**src/rtl/core/ipv4_lpm_pkg.sv**
```systemverilog
package ipv4_lpm_pkg;

  localparam int TABLE_DEPTH = 64;
  localparam int PORT_BITS   = 4;
  localparam int ADDR_W      = 32;
  localparam int IDX_W       = 6;
  localparam int TBL_AW      = (TABLE_DEPTH > 1) ? $clog2(TABLE_DEPTH) : 1;

  localparam logic FUNC_WRITE  = 1'b0;
  localparam logic FUNC_LOOKUP = 1'b1;

  typedef struct packed {
    logic [ADDR_W-1:0]    prefix;
    logic [ADDR_W-1:0]    netmask;
    logic [PORT_BITS-1:0] port;
  } entry_t;

  localparam int ENTRY_W = $bits(entry_t);

  typedef struct packed {
    logic              en;
    logic [TBL_AW-1:0] addr;
  } rd_req_t;

  typedef struct packed {
    logic                 valid;
    logic                 hit;
    logic [IDX_W-1:0]     index;
    logic [PORT_BITS-1:0] port;
    logic [ADDR_W-1:0]    netmask;
  } lookup_res_t;

endpackage

```
**src/rtl/core/ipv4_lpm_scan.sv**
```systemverilog
module ipv4_lpm_scan
  import ipv4_lpm_pkg::*;
(
  input  logic              clk,
  input  logic              rst_n,
  input  logic              lookup_go,
  input  logic [ADDR_W-1:0] lookup_addr,
  output logic              busy,
  output rd_req_t           rd_req,
  input  entry_t            rd_entry,
  input  logic              rd_valid,
  output lookup_res_t       res
);

  typedef enum logic [1:0] {
    ST_IDLE,
    ST_SCAN,
    ST_DRAIN
  } state_t;

  localparam logic [TBL_AW-1:0] LAST_IDX = TBL_AW'(TABLE_DEPTH - 1);

  state_t               state_r, state_nxt;
  logic [TBL_AW-1:0]    cnt_r, cnt_nxt;
  logic                 pend_r, pend_nxt;
  logic [TBL_AW-1:0]    pend_idx_r, pend_idx_nxt;
  logic [ADDR_W-1:0]    addr_r, addr_nxt;
  logic                 found_r, found_nxt;
  logic [TBL_AW-1:0]    best_idx_r, best_idx_nxt;
  logic [ADDR_W-1:0]    best_mask_r, best_mask_nxt;
  logic [PORT_BITS-1:0] best_port_r, best_port_nxt;
  lookup_res_t          res_r, res_nxt;
  logic                 match;
  logic                 take;

  // An entry matches when the address held for the scan and the prefix agree
  // on every mask bit.
  assign match = rd_valid && (((addr_r ^ rd_entry.prefix) & rd_entry.netmask) == '0);
  assign take  = pend_r && match && (!found_r || (rd_entry.netmask > best_mask_r));

  always_comb begin
    state_nxt     = state_r;
    cnt_nxt       = cnt_r;
    pend_nxt      = 1'b0;
    pend_idx_nxt  = cnt_r;
    addr_nxt      = addr_r;
    found_nxt     = found_r;
    best_idx_nxt  = best_idx_r;
    best_mask_nxt = best_mask_r;
    best_port_nxt = best_port_r;
    res_nxt       = res_r;
    res_nxt.valid = 1'b0;
    rd_req.en     = 1'b0;
    rd_req.addr   = cnt_r;

    if (take) begin
      found_nxt     = 1'b1;
      best_idx_nxt  = pend_idx_r;
      best_mask_nxt = rd_entry.netmask;
      best_port_nxt = rd_entry.port;
    end

    unique case (state_r)
      ST_IDLE: begin
        if (lookup_go) begin
          state_nxt     = ST_SCAN;
          cnt_nxt       = '0;
          addr_nxt      = lookup_addr;
          found_nxt     = 1'b0;
          best_idx_nxt  = '0;
          best_mask_nxt = '0;
          best_port_nxt = '0;
        end
      end
      ST_SCAN: begin
        rd_req.en = 1'b1;
        pend_nxt  = 1'b1;
        cnt_nxt   = cnt_r + 1'b1;
        if (cnt_r == LAST_IDX) begin
          state_nxt = ST_DRAIN;
        end
      end
      ST_DRAIN: begin
        // The last entry is compared here, so the result takes the updated best.
        state_nxt       = ST_IDLE;
        res_nxt.valid   = 1'b1;
        res_nxt.hit     = found_nxt;
        res_nxt.index   = IDX_W'(best_idx_nxt);
        res_nxt.port    = best_port_nxt;
        res_nxt.netmask = best_mask_nxt;
      end
      default: begin
        state_nxt = ST_IDLE;
      end
    endcase
  end

  always_ff @(posedge clk) begin
    if (!rst_n) begin
      state_r     <= ST_IDLE;
      pend_r      <= 1'b0;
      res_r.valid <= 1'b0;
    end else begin
      state_r     <= state_nxt;
      pend_r      <= pend_nxt;
      res_r.valid <= res_nxt.valid;
    end
    cnt_r       <= cnt_nxt;
    pend_idx_r  <= pend_idx_nxt;
    addr_r      <= addr_nxt;
    found_r     <= found_nxt;
    best_idx_r  <= best_idx_nxt;
    best_mask_r <= best_mask_nxt;
    best_port_r <= best_port_nxt;
    res_r.hit     <= res_nxt.hit;
    res_r.index   <= res_nxt.index;
    res_r.port    <= res_nxt.port;
    res_r.netmask <= res_nxt.netmask;
  end

  assign busy = (state_r != ST_IDLE);
  assign res  = res_r;

  a_strobe_one_cycle: assert property (@(posedge clk) disable iff (!rst_n)
    res.valid |=> !res.valid)
    else $error("result strobe held for more than one cycle");

  a_read_only_when_busy: assert property (@(posedge clk) disable iff (!rst_n)
    rd_req.en |-> busy)
    else $error("table read issued outside a lookup");

  a_go_starts_scan: assert property (@(posedge clk) disable iff (!rst_n)
    (lookup_go && !busy) |=> (busy && cnt_r == '0))
    else $error("lookup transfer did not start a scan at entry zero");

  a_miss_is_zero: assert property (@(posedge clk) disable iff (!rst_n)
    (res.valid && !res.hit) |-> (res.index == '0 && res.port == '0 && res.netmask == '0))
    else $error("miss result carries non-zero fields");

  a_compare_follows_read: assert property (@(posedge clk) disable iff (!rst_n)
    rd_req.en |=> pend_r)
    else $error("table read data not compared in the next cycle");

endmodule

```
**config.mk**
```make
export PLATFORM = sky130hd
export DESIGN_NAME = ipv4_lpm_scan
export DESIGN_NICKNAME = d
export VERILOG_FILES = /design/src/rtl/core/ipv4_lpm_pkg.sv /design/src/rtl/core/ipv4_lpm_scan.sv
export SDC_FILE = /design/constraint.sdc
export NUM_CORES = 1
export LEC_CHECK = 0
export BUFFER_PORTS_ARGS = -buffer_cell sky130_fd_sc_hd__buf_4
export CAP_MARGIN = 20
export CORE_MARGIN = 2
export CORE_UTILIZATION = 54
export CTS_CLUSTER_DIAMETER = 30
export CTS_CLUSTER_SIZE = 40
export DETAILED_ROUTE_END_ITERATION = 7
export GPL_TIMING_DRIVEN = 1
export PLACE_DENSITY = 0.79
export SKIP_LAST_GASP = 1
export SYNTH_ARGS = -nofsm -noshare
export SYNTH_HDL_FRONTEND = slang
export SYNTH_SLANG_ARGS = --single-unit
```
**constraint.sdc**
```tcl
create_clock -name clk -period 3.21 [get_ports clk]
set_clock_uncertainty 0.1 [all_clocks]
set_input_delay 0.1605 -clock clk [delete_from_list [all_inputs] [get_ports clk]]
set_output_delay 0.1605 -clock clk [all_outputs]
set_load 0.03 [all_outputs]
```
==> key figures <==
Synth
  • Cell Area, Synth: 6367 µm²
  • Mean post-synth cell area: approximately 12 µm²
  • Distinct cells, synth: 40
  • Number of synthesized flops with an enable pin: 81
  • Top_reg_cell synth: edfxtp_1
  • Syn nets: 660
  • Yosys reg bits: about 130
  • Count leader, synth: nand2_1
  • Cells after Synth: about 520
  • Seq/Total Area, Yosys: between 50% and 60%
  • Synth async-reset ratio: 0%
  • Synth cell count leaders: nand2_1, edfxtp_1, dfxtp_1
  • Synth top area share: roughly two fifths
  • YS warnings: 0
  • Largest cells by area after synthesis: edfxtp_1, dfxtp_1, mux2i_1, ha_1, nand2_1
  • Cell taking the most area after synthesis: edfxtp_1

Route
  • Iteration-0 DRC Markers: 247
  • DR DRC count: 0
  • Pre-antenna DRT Iters: 4
  • DR vias: ~4800
  • Routed WL: between 15000 and 20000 µm
  • Routed length per instance: approximately 18 µm
  • DR vias/cell: roughly 5.3
  • Post-DRT Antenna Nets: 0

Timing
  • FMAX: 331.0 MHz
  • Final period util: around 94%
  • Hold Vio Cnt, Final: 0
  • Fin Setup TNS: 0 ns
  • Worst slew pin tran: 0.7482 ns
  • Post-route minimum period: 3.021 ns
  • Slew Viols, Final: 0
  • RSZ-0062 raised after global routing: no
  • Max transition margin: around 50%
  • Hold slack: roughly 0.27 ns
  • Finish-stage setup viols: 0
  • Final worst slack: 0.1890 ns

Hold path
  • Worst Hold Class: in -> reg

Placed design
  • Detailed Place HPWL: around 11000 µm
  • Routability Congestion: between 0.8 and 0.9
  • DP Cell Count: 811
  • Number of port buffers: approximately 160
  • Placement Setup Slack: 0.07156 ns

CTS
  • Clock transition at path regs: approximately 0.06 ns
  • Num Clock Sinks: around 130
  • H-tree depth: 4
  • CTS tree: yes
  • Worst-skew pair later-pin latency: ~0.42 ns
  • Clk root buf: clkbuf_16
  • CTS Buffer Depth: 2
  • CTS buffer count: 17

Die
  • Full die area: approximately 13000 µm²
  • Core Footprint: about 11000 µm²
  • I/O Pins: around 160
  • Row count: 39
  • Initial Util: between 50% and 60%
  • Die H: around 110 µm
  • Chip width: 112.6 µm

Layout
  • # fillers: between 600 and 700
  • Layout Cells excl Fill: roughly 910
  • Synth-to-layout area growth: 42.05%
  • Share of cells above drive strength 1: about a third
  • Ant. Diodes: 0
  • Nets: about 900

Job
  • Maxcap violations: 0

Setup path
  • CP max FO: 9
  • Worst setup SP type: primary input
  • Worst path required time: approximately 3.3 ns
  • CP Capture Type: flip-flop
  • Critical path class: in -> reg
  • Arr. time, crit path: 3.09 ns

Global routing
  • Gr usage total: between 20% and 30%
  • Initial antenna violation count: 0
  • First-pass GRT wire length: 25770 µm
  • Largest net degree at the start of global routing: 48
  • Vias in the first global route: roughly 5200
  • Congestion Overflow GR: 0

Power
  • Pleak: roughly 0.0035 µW
  • Peak VDD IR: ~0.4 mV
  • Power Dens Cells: a little under 500 nW/µm²
  • Pwr Total: 4459 µW

Run status
  • Status: finished, final reports clean
[where the power goes]
| part | switching, µW | internal, µW | total [µW] |
|---|---|---|---|
| logic | 217 | 224 | 441 |
| registers | 30.2 | 1870 | 1900 |
| clock network | 743 | 1380 | 2120 |
| total | 989 | 3470 | 4460 |
[cell families after synthesis]
family,count (synthesis),share of synthesized area [%]
compound gates,44,5.031
xor+xnor,36,4.952
fa+ha+maj,33,6.485
buf+inv,55,4.441
flops,134,54.86
mux,84,15.09
simple gates,137,9.138
[layout by cell type (no fill, tap or decap), types with 2 or more instances in the layout]
master | synthesis | routed
nand2_1 | 96 | 95
mux2_4 | 18 | 18
bufinv_16 | 0 | 5
buf_12 | 2 | 3
xor2_1 | 33 | 33
nor2b_1 | 6 | 5
clkinv_4 | 0 | 2
nand3_1 | 7 | 7
xnor2_1 | 3 | 3
dfxtp_1 | 53 | 53
clkbuf_1 | 9 | 3
nor2_1 | 10 | 10
edfxtp_1 | 81 | 81
ha_1 | 33 | 33
mux2i_1 | 42 | 42
buf_4 | 1 | 163
dlygate4sd3_1 | 0 | 69
mux2_2 | 24 | 24
o21ai_0 | 4 | 4
nand4_1 | 8 | 8
clkbuf_16 | 0 | 17
and2_1 | 4 | 4
a22oi_1 | 14 | 14
a21oi_1 | 13 | 13
clkinvlp_4 | 0 | 4
nand2b_1 | 2 | 2
a21o_1 | 2 | 2
inv_1 | 36 | 36
[sequential cells by signal, summed over array words and instances (netlist names)]
| register | count |
|---|---|
| res | 44 |
| addr_r | 32 |
| best_mask_r | 32 |
| best_idx_r | 6 |
| cnt_r | 6 |
| pend_idx_r | 6 |
| best_port_r | 4 |
| state_r | 2 |
| found_r | 1 |
| pend_r | 1 |
[routing by layer]
layer	vias to the layer above	GRT usage, %	wire length [µm]
met5	-	0	0
met4	0	12.60	527
met3	43	6.102	835
met2	161	46.31	8641
met1	2315	30.58	6360
li1	2316	-	-
[per-stage QoR]
step	utilization (%)	cell area, µm²
after floorplan	-	6367
after global placement	67.02	7685
after detailed placement	67.02	7685
after CTS	78.61	9015
after global routing	78.88	9045
final	78.88	9045
[path summary, 6_finish.rpt]
| kind | start | end | slack [ns] | cells past startpoint |
|---|---|---|---|---|
| worst max-delay path | rd_entry[18] | res[32] | 0.19 | 10 |
| worst min-delay path | rd_valid | res[42] | 0.27 | 4 |
| worst max register to register | best_mask_r[15] | res[32] | 0.21 | 9 |
| worst min register to register | cnt_r[1] | pend_idx_r[1] | 0.34 | 0 |
[cell type report]
type	instances	area [µm²]	share of cell area, %
clock buffer	20	436.7	4.828
tap	143	178.9	1.978
inverter	36	135.1	1.494
timing repair buffer	235	1974	21.83
multi-input combinational	334	2624	29.01
clock inverter	12	202.7	2.241
sequential	134	3493	38.62
[what timing repair did]
item                                    4_1_cts  5_1_grt
endpoints found under the hold margin        99        0
hold buffers                                 69        0
gates resized for setup                       0        2
endpoints found under the setup margin        0       35
buffers inserted                              0        2
[worst max-delay path, cell delays in order]
cell	delay, ns
dlygate4sd3_1	0.53
buf_4	0.16
ha_1	0.32
nand4_1	0.24
nor4_4	0.41
a21boi_0	0.25
o31a_1	0.20
o211a_4	0.25
buf_4	0.22
mux2_2	0.35
Power figures use the tool's default switching activity.
