`src/rtl/core/ipv4_lpm_ram.sv`:
```
module ipv4_lpm_ram #(
  parameter int WIDTH = 8,
  parameter int DEPTH = 16
) (
  input  logic                                   clk,
  input  logic                                   we,
  input  logic [((DEPTH > 1) ? $clog2(DEPTH) : 1)-1:0] waddr,
  input  logic [WIDTH-1:0]                       wdata,
  input  logic                                   re,
  input  logic [((DEPTH > 1) ? $clog2(DEPTH) : 1)-1:0] raddr,
  output logic [WIDTH-1:0]                       rdata
);

  logic [WIDTH-1:0] mem [DEPTH];
  logic [WIDTH-1:0] rdata_r;

  always_ff @(posedge clk) begin
    if (we) begin
      mem[waddr] <= wdata;
    end
    if (re) begin
      rdata_r <= mem[raddr];
    end
  end

  assign rdata = rdata_r;

endmodule

```
`config.mk`:
```
export PLATFORM = sky130hd
export DESIGN_NAME = ipv4_lpm_ram
export DESIGN_NICKNAME = d
export VERILOG_FILES = /design/src/rtl/core/ipv4_lpm_ram.sv
export SDC_FILE = /design/constraint.sdc
export NUM_CORES = 1
export LEC_CHECK = 0
export BUFFER_PORTS_ARGS = -buffer_cell sky130_fd_sc_hd__buf_2
export CORE_MARGIN = 2
export CORE_UTILIZATION = 35
export CTS_BUF_LIST = sky130_fd_sc_hd__clkbuf_16
export DETAILED_ROUTE_END_ITERATION = 10
export HOLD_SLACK_MARGIN = 0.06
export PLACE_DENSITY = 0.6
export RECOVER_POWER = 25
export SETUP_SLACK_MARGIN = 0.4
export SYNTH_ARGS = -nofsm -noshare
export SYNTH_HDL_FRONTEND = slang
export SYNTH_SLANG_ARGS = --single-unit
```
`constraint.sdc`:
```
create_clock -name clk -period 2.2 [get_ports clk]
set_input_delay 0.33 -clock clk [delete_from_list [all_inputs] [get_ports clk]]
set_output_delay 0.33 -clock clk [all_outputs]
set_load 0.03 [all_outputs]
```
==> results.cfg, run 1 <==
[grt]
globalRoute.busiestLayer = met2
global_route.usage.met2_pct = 21.5
grt_max_degree = 33
antenna_violations_before_repair = 0
use_met1_pct = 19.9
gr-usage-all-layers_pct = 14.1
globalRouteMet3Util_pct = 3.74
grt_remaining_overflow = 0
grt_pass1_wl_um = 16200
number_of_global_route_vias_before_repair = 2643

[routing]
ant_nets = 0
post_drt_wl_per_cell_um = 21.5
via_per_inst = 5.17
routed_wl_um = 10400
first_iter_violations = 197
drt_drc_violations_left = 0
firstDrtPassIters = 4
via_count = 2490

[clocking]
clockRootBuffer = clkbuf_16
cts-buffers-inserted = 17
htreeDepth = 4
cts_resized = 0
cts_post_setup_buffers_inserted = 0
cts_tree = yes
cts-hold-fix-buffers = 0
number_of_buffers_between_clock_root_and_the_deepest_sink = 2
clk_pin_slew_worst_paths_ns = 0.06
numClockSinks = 136
worstSkewPairLatency_ns = 0.40

[floorplan]
dieArea_sq_mm = 0.0159
design.core.area_sq_mm = 0.0146
placementRows = 44
floorplan.die.width_um = 126
i_o_pin_count = 27
start_util_pct = 35.8
die_height_um = 126

[timing]
setup_total_negative_slack_ns = 0
finalHoldWorstSlack_ns = 0.294
final_min_period_over_clock_period_pct = 70.9
period_minus_slack_ns = 1.56
timing.clock.skew_ns = 0.00960
hold_violations = 0
setup_violations = 0
fmax_mhz = 641
final_max_slew_viol_count = 0
rsz0062_at_grt = false
slew_at_the_pin_closest_to_its_max_slew_limit_ns = 0.687
max_slew_headroom_pct = 54.2
postLayoutSetupSlackWorst_ns = 0.640

[critical_path]
cpPeakStageDelay_ns = 0.54
worst_setup_path_start_kind = primary input
path_delay_family = multiplexers
path_class = in -> reg
worstSetupPathDepth = 5
crit-reg2reg-capture = rdata[7]
timing.reg2reg.setup_slack_ns = 0.66
crit_end_element = register
worstPathCellList = buf_2, buf_12, mux4_2, a22oi_1, nand2_1
cp.arrival_ns = 1.70
timing.critical_path.buf_inv = 2
critPathRequiredTime_ns = 2.34
reg2reg_depth = 3
regToRegStartpoint = mem[10][7]
slowest_cp_cell = mux4_2
critical_path_peak_fanout = 32

[yosys]
synth_area_sq_mm = 0.00523
mappedNetlistNets = 248
yosys-top-cells-area = edfxtp_1, mux4_2, mux4_1
yosys.area.top_type = edfxtp_1
seq_area_frac_synth_pct = 78.1
mean_syn_cell_area_sq_um = 22.8
netlist_instances = 229
ys_seq_elements = 136
yosysWarningCount = 0
synth_top_area_share_pct = 78.1
netlist-cell-type-count = 18

[placed_design]
place.port_buffers = 26
preCtsSetupSlack_ns = 0.235
dpl.hpwl_um = 6670
placedInstanceArea_sq_mm = 0.00568
place.gp.congestion = 0.720

[worst_hold_path]
hold_path_startpoint = re
whs_endpoint = rdata[6]
min_path_type = in -> reg
hold_depth = 1

[outcome]
result_of_the_run = completed

[cells_and_area]
layout.cells.most_common_list = edfxtp_1, buf_4, buf_2
fillers = 1228
finish.instance_area_sq_mm = 0.00635
layout_commonest_cell = edfxtp_1
multi_input_comb_area_sq_mm = 0.00106
synthToLayoutAreaGrowth_pct = 21.6
area_taken_by_flip_flops_and_latches_sq_mm = 0.00408
post_route_cells_drive_above_1_share_pct = 30.9
insertedDiodeCount = 0
layout.nets = 305

[pwr]
static-leakage-power_nw = 2.14
total_power_of_the_final_layout_mw = 6.47
ir_drop_uv = 598
power_density_mw_per_mm2 = 1020

[run]
timing.max_cap.violations = 0
## logic make-up (layout without fill, tap and decap cells)
family / count (synthesis) / after routing / synth area share (%)
buf+inv: 10 / 79 / 1.65
mux: 32 / 32 / 14.8
compound gates: 16 / 16 / 2.30
flops: 136 / 136 / 78.1
simple gates: 35 / 35 / 3.14
## layer usage
metal / routed length (um) / part of all wire, %
met1: 4770 / 46
met2: 5040 / 49
met3: 450 / 4.3
met4: 97 / 0.94
met5: 0 / 0
## layout make-up
| type | instances | share of cell area (%) |
|---|---|---|
| Clock buffer | 17 | 6.69 |
| Tap cell | 184 | 3.62 |
| Clock inverter | 14 | 3.98 |
| Timing Repair Buffer | 48 | 4.73 |
| Sequential cell | 136 | 64.3 |
| Multi-Input combinational cell | 83 | 16.7 |
## worst max-delay path by stage
stage / endpoint / slack, ns / from
2_1_floorplan: rdata[1] / 0.59 / raddr[0]
3_3_place_gp: rdata[3] / 0.27 / raddr[0]
3_5_place_dp: rdata[7] / 0.24 / raddr[0]
4_1_cts: rdata[7] / 0.65 / raddr[0]
5_1_grt: rdata[7] / 0.63 / raddr[0]
6_report: rdata[7] / 0.64 / raddr[0]
## state kept, by name (all words and copies together) (netlist names)
register	cells
mem	128
rdata	8
## synthesized netlist by cell type, drive strengths merged
| library cell | instances |
|---|---|
| nand3 | 1 |
| clkdlybuf4s25 | 3 |
| buf | 7 |
| a22oi | 16 |
| nand2b | 2 |
| nand2 | 9 |
| edfxtp | 136 |
| and2 | 1 |
| or3b | 1 |
| nor2 | 13 |
| nand3b | 2 |
| and2b | 1 |
| nor2b | 1 |
| nor3 | 4 |
| mux4 | 32 |
## worst register-to-register path: stages (launching register included)
cell and delay [ns]:
edfxtp_1 0.36, mux4_2 0.47, a22oi_1 0.33, nand2_1 0.11
## per-stage QoR
stage	util (%)	std cells
2_1_floorplan	-	229
3_3_place_gp	39.0	451
3_5_place_dp	39.0	451
4_1_cts	43.6	482
5_1_grt	43.6	482
6_report	43.6	482
## where the power goes
| group | internal, mW | switching (mW) | leakage (nW) |
|---|---|---|---|
| Clock | 2.23 | 1.01 | 0.327 |
| Sequential | 2.92 | 0.0161 | 1.24 |
| Combinational | 0.114 | 0.178 | 0.578 |
| Total | 5.26 | 1.21 | 2.14 |
No activity file was read; power rests on OpenSTA's default activity.
==> inputs of run 2 (changes only) <==
--- a/config.mk
+++ b/config.mk
@@ -11,7 +11,7 @@
 export CTS_BUF_LIST = sky130_fd_sc_hd__clkbuf_16
 export DETAILED_ROUTE_END_ITERATION = 10
 export HOLD_SLACK_MARGIN = 0.06
-export PLACE_DENSITY = 0.6
+export PLACE_DENSITY = 0.62
 export RECOVER_POWER = 25
 export SETUP_SLACK_MARGIN = 0.4
 export SYNTH_ARGS = -nofsm -noshare
==> constraint.sdc (replaced) <==
create_clock -name clk -period 1.3 [get_ports clk]
set_input_delay 0.195 -clock clk [delete_from_list [all_inputs] [get_ports clk]]
set_output_delay 0.195 -clock clk [all_outputs]
set_load 0.03 [all_outputs]
==> results.cfg, run 2 (synthesis gave the netlist of run 1 again) <==
[timing]
rsz0062_at_grt = true
final_max_slew_viol_count = 0
final_min_period_over_clock_period_pct = 110
max_slew_headroom_pct = 43.9
timing.clock.skew_ns = 0.0193
slew_at_the_pin_closest_to_its_max_slew_limit_ns = 0.838
setup_violations = 8
period_minus_slack_ns = 1.43
postLayoutSetupSlackWorst_ns = -0.135
hold_violations = 0
finalHoldWorstSlack_ns = 0.184
fmax_mhz = 697

[critical_path]
critical_path_peak_fanout = 1
crit_end_element = register
worst_setup_path_start_kind = register
path_class = reg -> reg
critPathRequiredTime_ns = 1.45
cp.arrival_ns = 1.59

[outcome]
violations = setup timing
result_of_the_run = finished, violations left

[routing]
post_drt_wl_per_cell_um = 21.1
first_iter_violations = 305
ant_nets = 0
drt_drc_violations_left = 0
routed_wl_um = 10500
via_per_inst = 5.00
firstDrtPassIters = 4
via_count = 2481

[cells_and_area]
largest_register_ffs = 128
layout_commonest_cell = edfxtp_1
insertedDiodeCount = 0
fillers = 1204
regMostFlops = mem
final-instance-count-excl-fill = 496
finish.instance_area_sq_mm = 0.00685
multi_input_comb_area_sq_mm = 0.00120
layout.cells.most_common_list = edfxtp_1, mux4_2, buf_12
area_taken_by_flip_flops_and_latches_sq_mm = 0.00408
layout.nets = 318
synthToLayoutAreaGrowth_pct = 31.0
post_route_cells_drive_above_1_share_pct = 45.5

[grt]
antenna_violations_before_repair = 0
grt_remaining_overflow = 0
number_of_global_route_vias_before_repair = 2759
gr-usage-all-layers_pct = 14.4
grt_pass1_wl_um = 16600
grt_max_degree = 17

[floorplan]
floorplan.die.width_um = 126
design.core.area_sq_mm = 0.0146
i_o_pin_count = 27
die_height_um = 126
dieArea_sq_mm = 0.0159
start_util_pct = 35.8
placementRows = 44

[clocking]
numClockSinks = 136
cts_tree = yes
number_of_buffers_between_clock_root_and_the_deepest_sink = 2
cts-hold-fix-buffers = 0
cts-buffers-inserted = 17
worstSkewPairLatency_ns = 0.41
clk_pin_slew_worst_paths_ns = 0.06
clockRootBuffer = clkbuf_16
htreeDepth = 4

[worst_hold_path]
min_path_type = in -> reg

[pwr]
ir_drop_uv = 885
total_power_of_the_final_layout_mw = 10.4
power_density_mw_per_mm2 = 1520
static-leakage-power_nw = 2.24

[placed_design]
place.gp.congestion = 0.717
place.port_buffers = 26
post-place-cells = 462
placedInstanceArea_sq_mm = 0.00613
dpl.hpwl_um = 6880

[run]
timing.max_cap.violations = 0
[run 2: metrics by stage]
stage	TNS (ns)	utilization [%]	worst slack, ns
CTS	-0.891	46.9	-0.128
global route	-1.26	46.9	-0.181
finish	-0.807	46.9	-0.135
detailed placement	-8.07	42.0	-0.541
floorplan	-0.977	-	-0.0954
global placement	-7.14	42.0	-0.529
[run 2: final cells by class]
class	instances	share of cell area, %
clock buffers	17	6.21
clock inverters	15	2.56
multi-input cells	83	17.5
flip-flops and latches	136	59.6
well taps	184	3.36
repair buffers	61	10.8
[run 2: what timing repair did]
item / CTS / global route
resized for setup: 26 / 3
pin swaps: 6 / 7
setup endpoints to repair: 58 / 86
cloned: 0 / 0
setup buffers: 2 / 0
[run 2: path summary, 6_finish.rpt]
| check | to | cells after the start | start | slack (ns) |
|---|---|---|---|---|
| max | rdata[4] | 3 | mem[2][4] | -0.13 |
| min | rdata[4] | 1 | re | 0.18 |
| max reg2reg | rdata[4] | 3 | mem[2][4] | -0.13 |
| min reg2reg | rdata[3] | 3 | mem[7][3] | 0.77 |
[run 2: metal layers]
layer	part of all wire [%]	vias to the layer above	track usage [%]
li1	-	1111	-
met2	50	67	22.3
met1	44	1298	20.5
met5	0	-	0
met3	5.9	5	3.40
met4	0.67	0	4.27
[run 2: where the power goes]
group	leakage, nW	switching (mW)	internal (mW)
sequential	1.24	0.0335	4.94
combinational	0.715	0.354	0.317
clock	0.287	1.77	3.02
[run 2: critical path, cell delays in order, from the launching register on]
cell,delay [ns]
edfxtp_1,0.38
mux4_2,0.48
a22oi_2,0.24
nand2_1,0.08
==> inputs of run 3 (changes only) <==
--- a/config.mk
+++ b/config.mk
@@ -6,11 +6,13 @@
 export NUM_CORES = 1
 export LEC_CHECK = 0
 export BUFFER_PORTS_ARGS = -buffer_cell sky130_fd_sc_hd__buf_2
+export CAP_MARGIN = 15
+export CORE_ASPECT_RATIO = 1.4
 export CORE_MARGIN = 2
 export CORE_UTILIZATION = 35
 export CTS_BUF_LIST = sky130_fd_sc_hd__clkbuf_16
 export DETAILED_ROUTE_END_ITERATION = 10
-export HOLD_SLACK_MARGIN = 0.06
+export HOLD_SLACK_MARGIN = 0.1
 export PLACE_DENSITY = 0.62
 export RECOVER_POWER = 25
 export SETUP_SLACK_MARGIN = 0.4
==> results.cfg, run 3 (synthesis gave the netlist of run 1 again) <==
[critical_path]
reg2reg_depth = 3
critPathRequiredTime_ns = 1.46
worst_setup_path_start_kind = register
path_class = reg -> reg
timing.reg2reg.setup_slack_ns = -0.12
crit_end_element = register
cp.arrival_ns = 1.57
critical_path_peak_fanout = 1

[floorplan]
design.core.area_sq_mm = 0.0145
die_height_um = 149
dieArea_sq_mm = 0.0159
i_o_pin_count = 27
start_util_pct = 36.0
placementRows = 52
floorplan.die.width_um = 107

[cells_and_area]
area_taken_by_flip_flops_and_latches_sq_mm = 0.00408
finish.instance_area_sq_mm = 0.00673
multi_input_comb_area_sq_mm = 0.00121
largest_register_ffs = 128
layout_commonest_cell = edfxtp_1
post_route_cells_drive_above_1_share_pct = 43.4
insertedDiodeCount = 0
fillers = 1188
layout.cells.most_common_list = edfxtp_1, mux4_2, clkbuf_16
layout.nets = 310
synthToLayoutAreaGrowth_pct = 28.7
regMostFlops = mem

[routing]
drt_drc_violations_left = 0
via_count = 2423
ant_nets = 0
via_per_inst = 4.93
firstDrtPassIters = 4
first_iter_violations = 148
routed_wl_um = 10100
post_drt_wl_per_cell_um = 20.5

[clocking]
clockRootBuffer = clkbuf_16
number_of_buffers_between_clock_root_and_the_deepest_sink = 2
worstSkewPairLatency_ns = 0.41
cts-buffers-inserted = 17
numClockSinks = 136
htreeDepth = 4
clk_pin_slew_worst_paths_ns = 0.05
cts_tree = yes

[grt]
grt_max_degree = 27
grt_pass1_wl_um = 16400
grt_remaining_overflow = 0
gr-usage-all-layers_pct = 14.4
number_of_global_route_vias_before_repair = 2818
antenna_violations_before_repair = 0

[timing]
hold_violations = 0
period_minus_slack_ns = 1.42
setup_total_negative_slack_ns = -0.556
final_min_period_over_clock_period_pct = 109
slew_at_the_pin_closest_to_its_max_slew_limit_ns = 0.864
postLayoutSetupSlackWorst_ns = -0.115
max_slew_headroom_pct = 42.2
final_max_slew_viol_count = 0
timing.clock.skew_ns = 0.00588
rsz0062_at_grt = true
finalHoldWorstSlack_ns = 0.148
setup_violations = 8
fmax_mhz = 707

[outcome]
violations = setup timing
result_of_the_run = finished, violations left

[placed_design]
dpl.hpwl_um = 6820
preCtsSetupSlack_ns = -0.391
place.port_buffers = 26
placedInstanceArea_sq_mm = 0.00600
place.gp.congestion = 0.736

[pwr]
static-leakage-power_nw = 2.17
ir_drop_uv = 813
total_power_of_the_final_layout_mw = 10.3
power_density_mw_per_mm2 = 1540

[worst_hold_path]
min_path_type = in -> reg
hold_depth = 1

[run]
timing.max_cap.violations = 0
## run 3: path summary, 6_finish.rpt
check,start,to
worst max-delay path,mem[7][4],rdata[4]
worst max register to register,mem[7][4],rdata[4]
worst min-delay path,re,rdata[6]
worst min register to register,mem[15][1],rdata[1]
## run 3: cell type report
cell class / count / share of cell area [%]
repair buffers: 53 / 9.06
clock buffers: 17 / 6.32
clock inverters: 13 / 2.44
multi-input cells: 83 / 18.0
flip-flops and latches: 136 / 60.7
well taps: 189 / 3.52
## run 3: through the flow
step	cells	utilization (%)
CTS	491	46.2
detailed placement	459	41.4
floorplan	229	-
global placement	459	41.4
global route	491	46.4
finish	491	46.4
## run 3: timing repair
action / CTS / global route
hold buffers: 0 / 0
gates resized for setup: 27 / 5
setup buffers: 2 / 0
setup endpoints to repair: 96 / 72
hold endpoints to repair: 0 / 0
cloned: 0 / 0
pin swaps: 5 / 4
## run 3: metal layers
metal,vias up,GRT usage [%],wire (um)
li1,1091,-,-
met1,1254,15.8,3770
met2,62,25.7,5720
met3,16,4.21,329
met4,0,6.36,250
met5,-,0,0
## run 3: critical path, cell delays in order (launching register included)
cell and delay, ns:
edfxtp_1 0.39, mux4_2 0.52, a22oi_2 0.17, nand2_1 0.08
## run 3: report_power, final
part	switching (mW)	leakage, nW	total (mW)	internal (mW)
Clock	1.60	0.289	4.74	3.14
Combinational	0.342	0.649	0.630	0.288
Sequential	0.0309	1.24	4.98	4.95
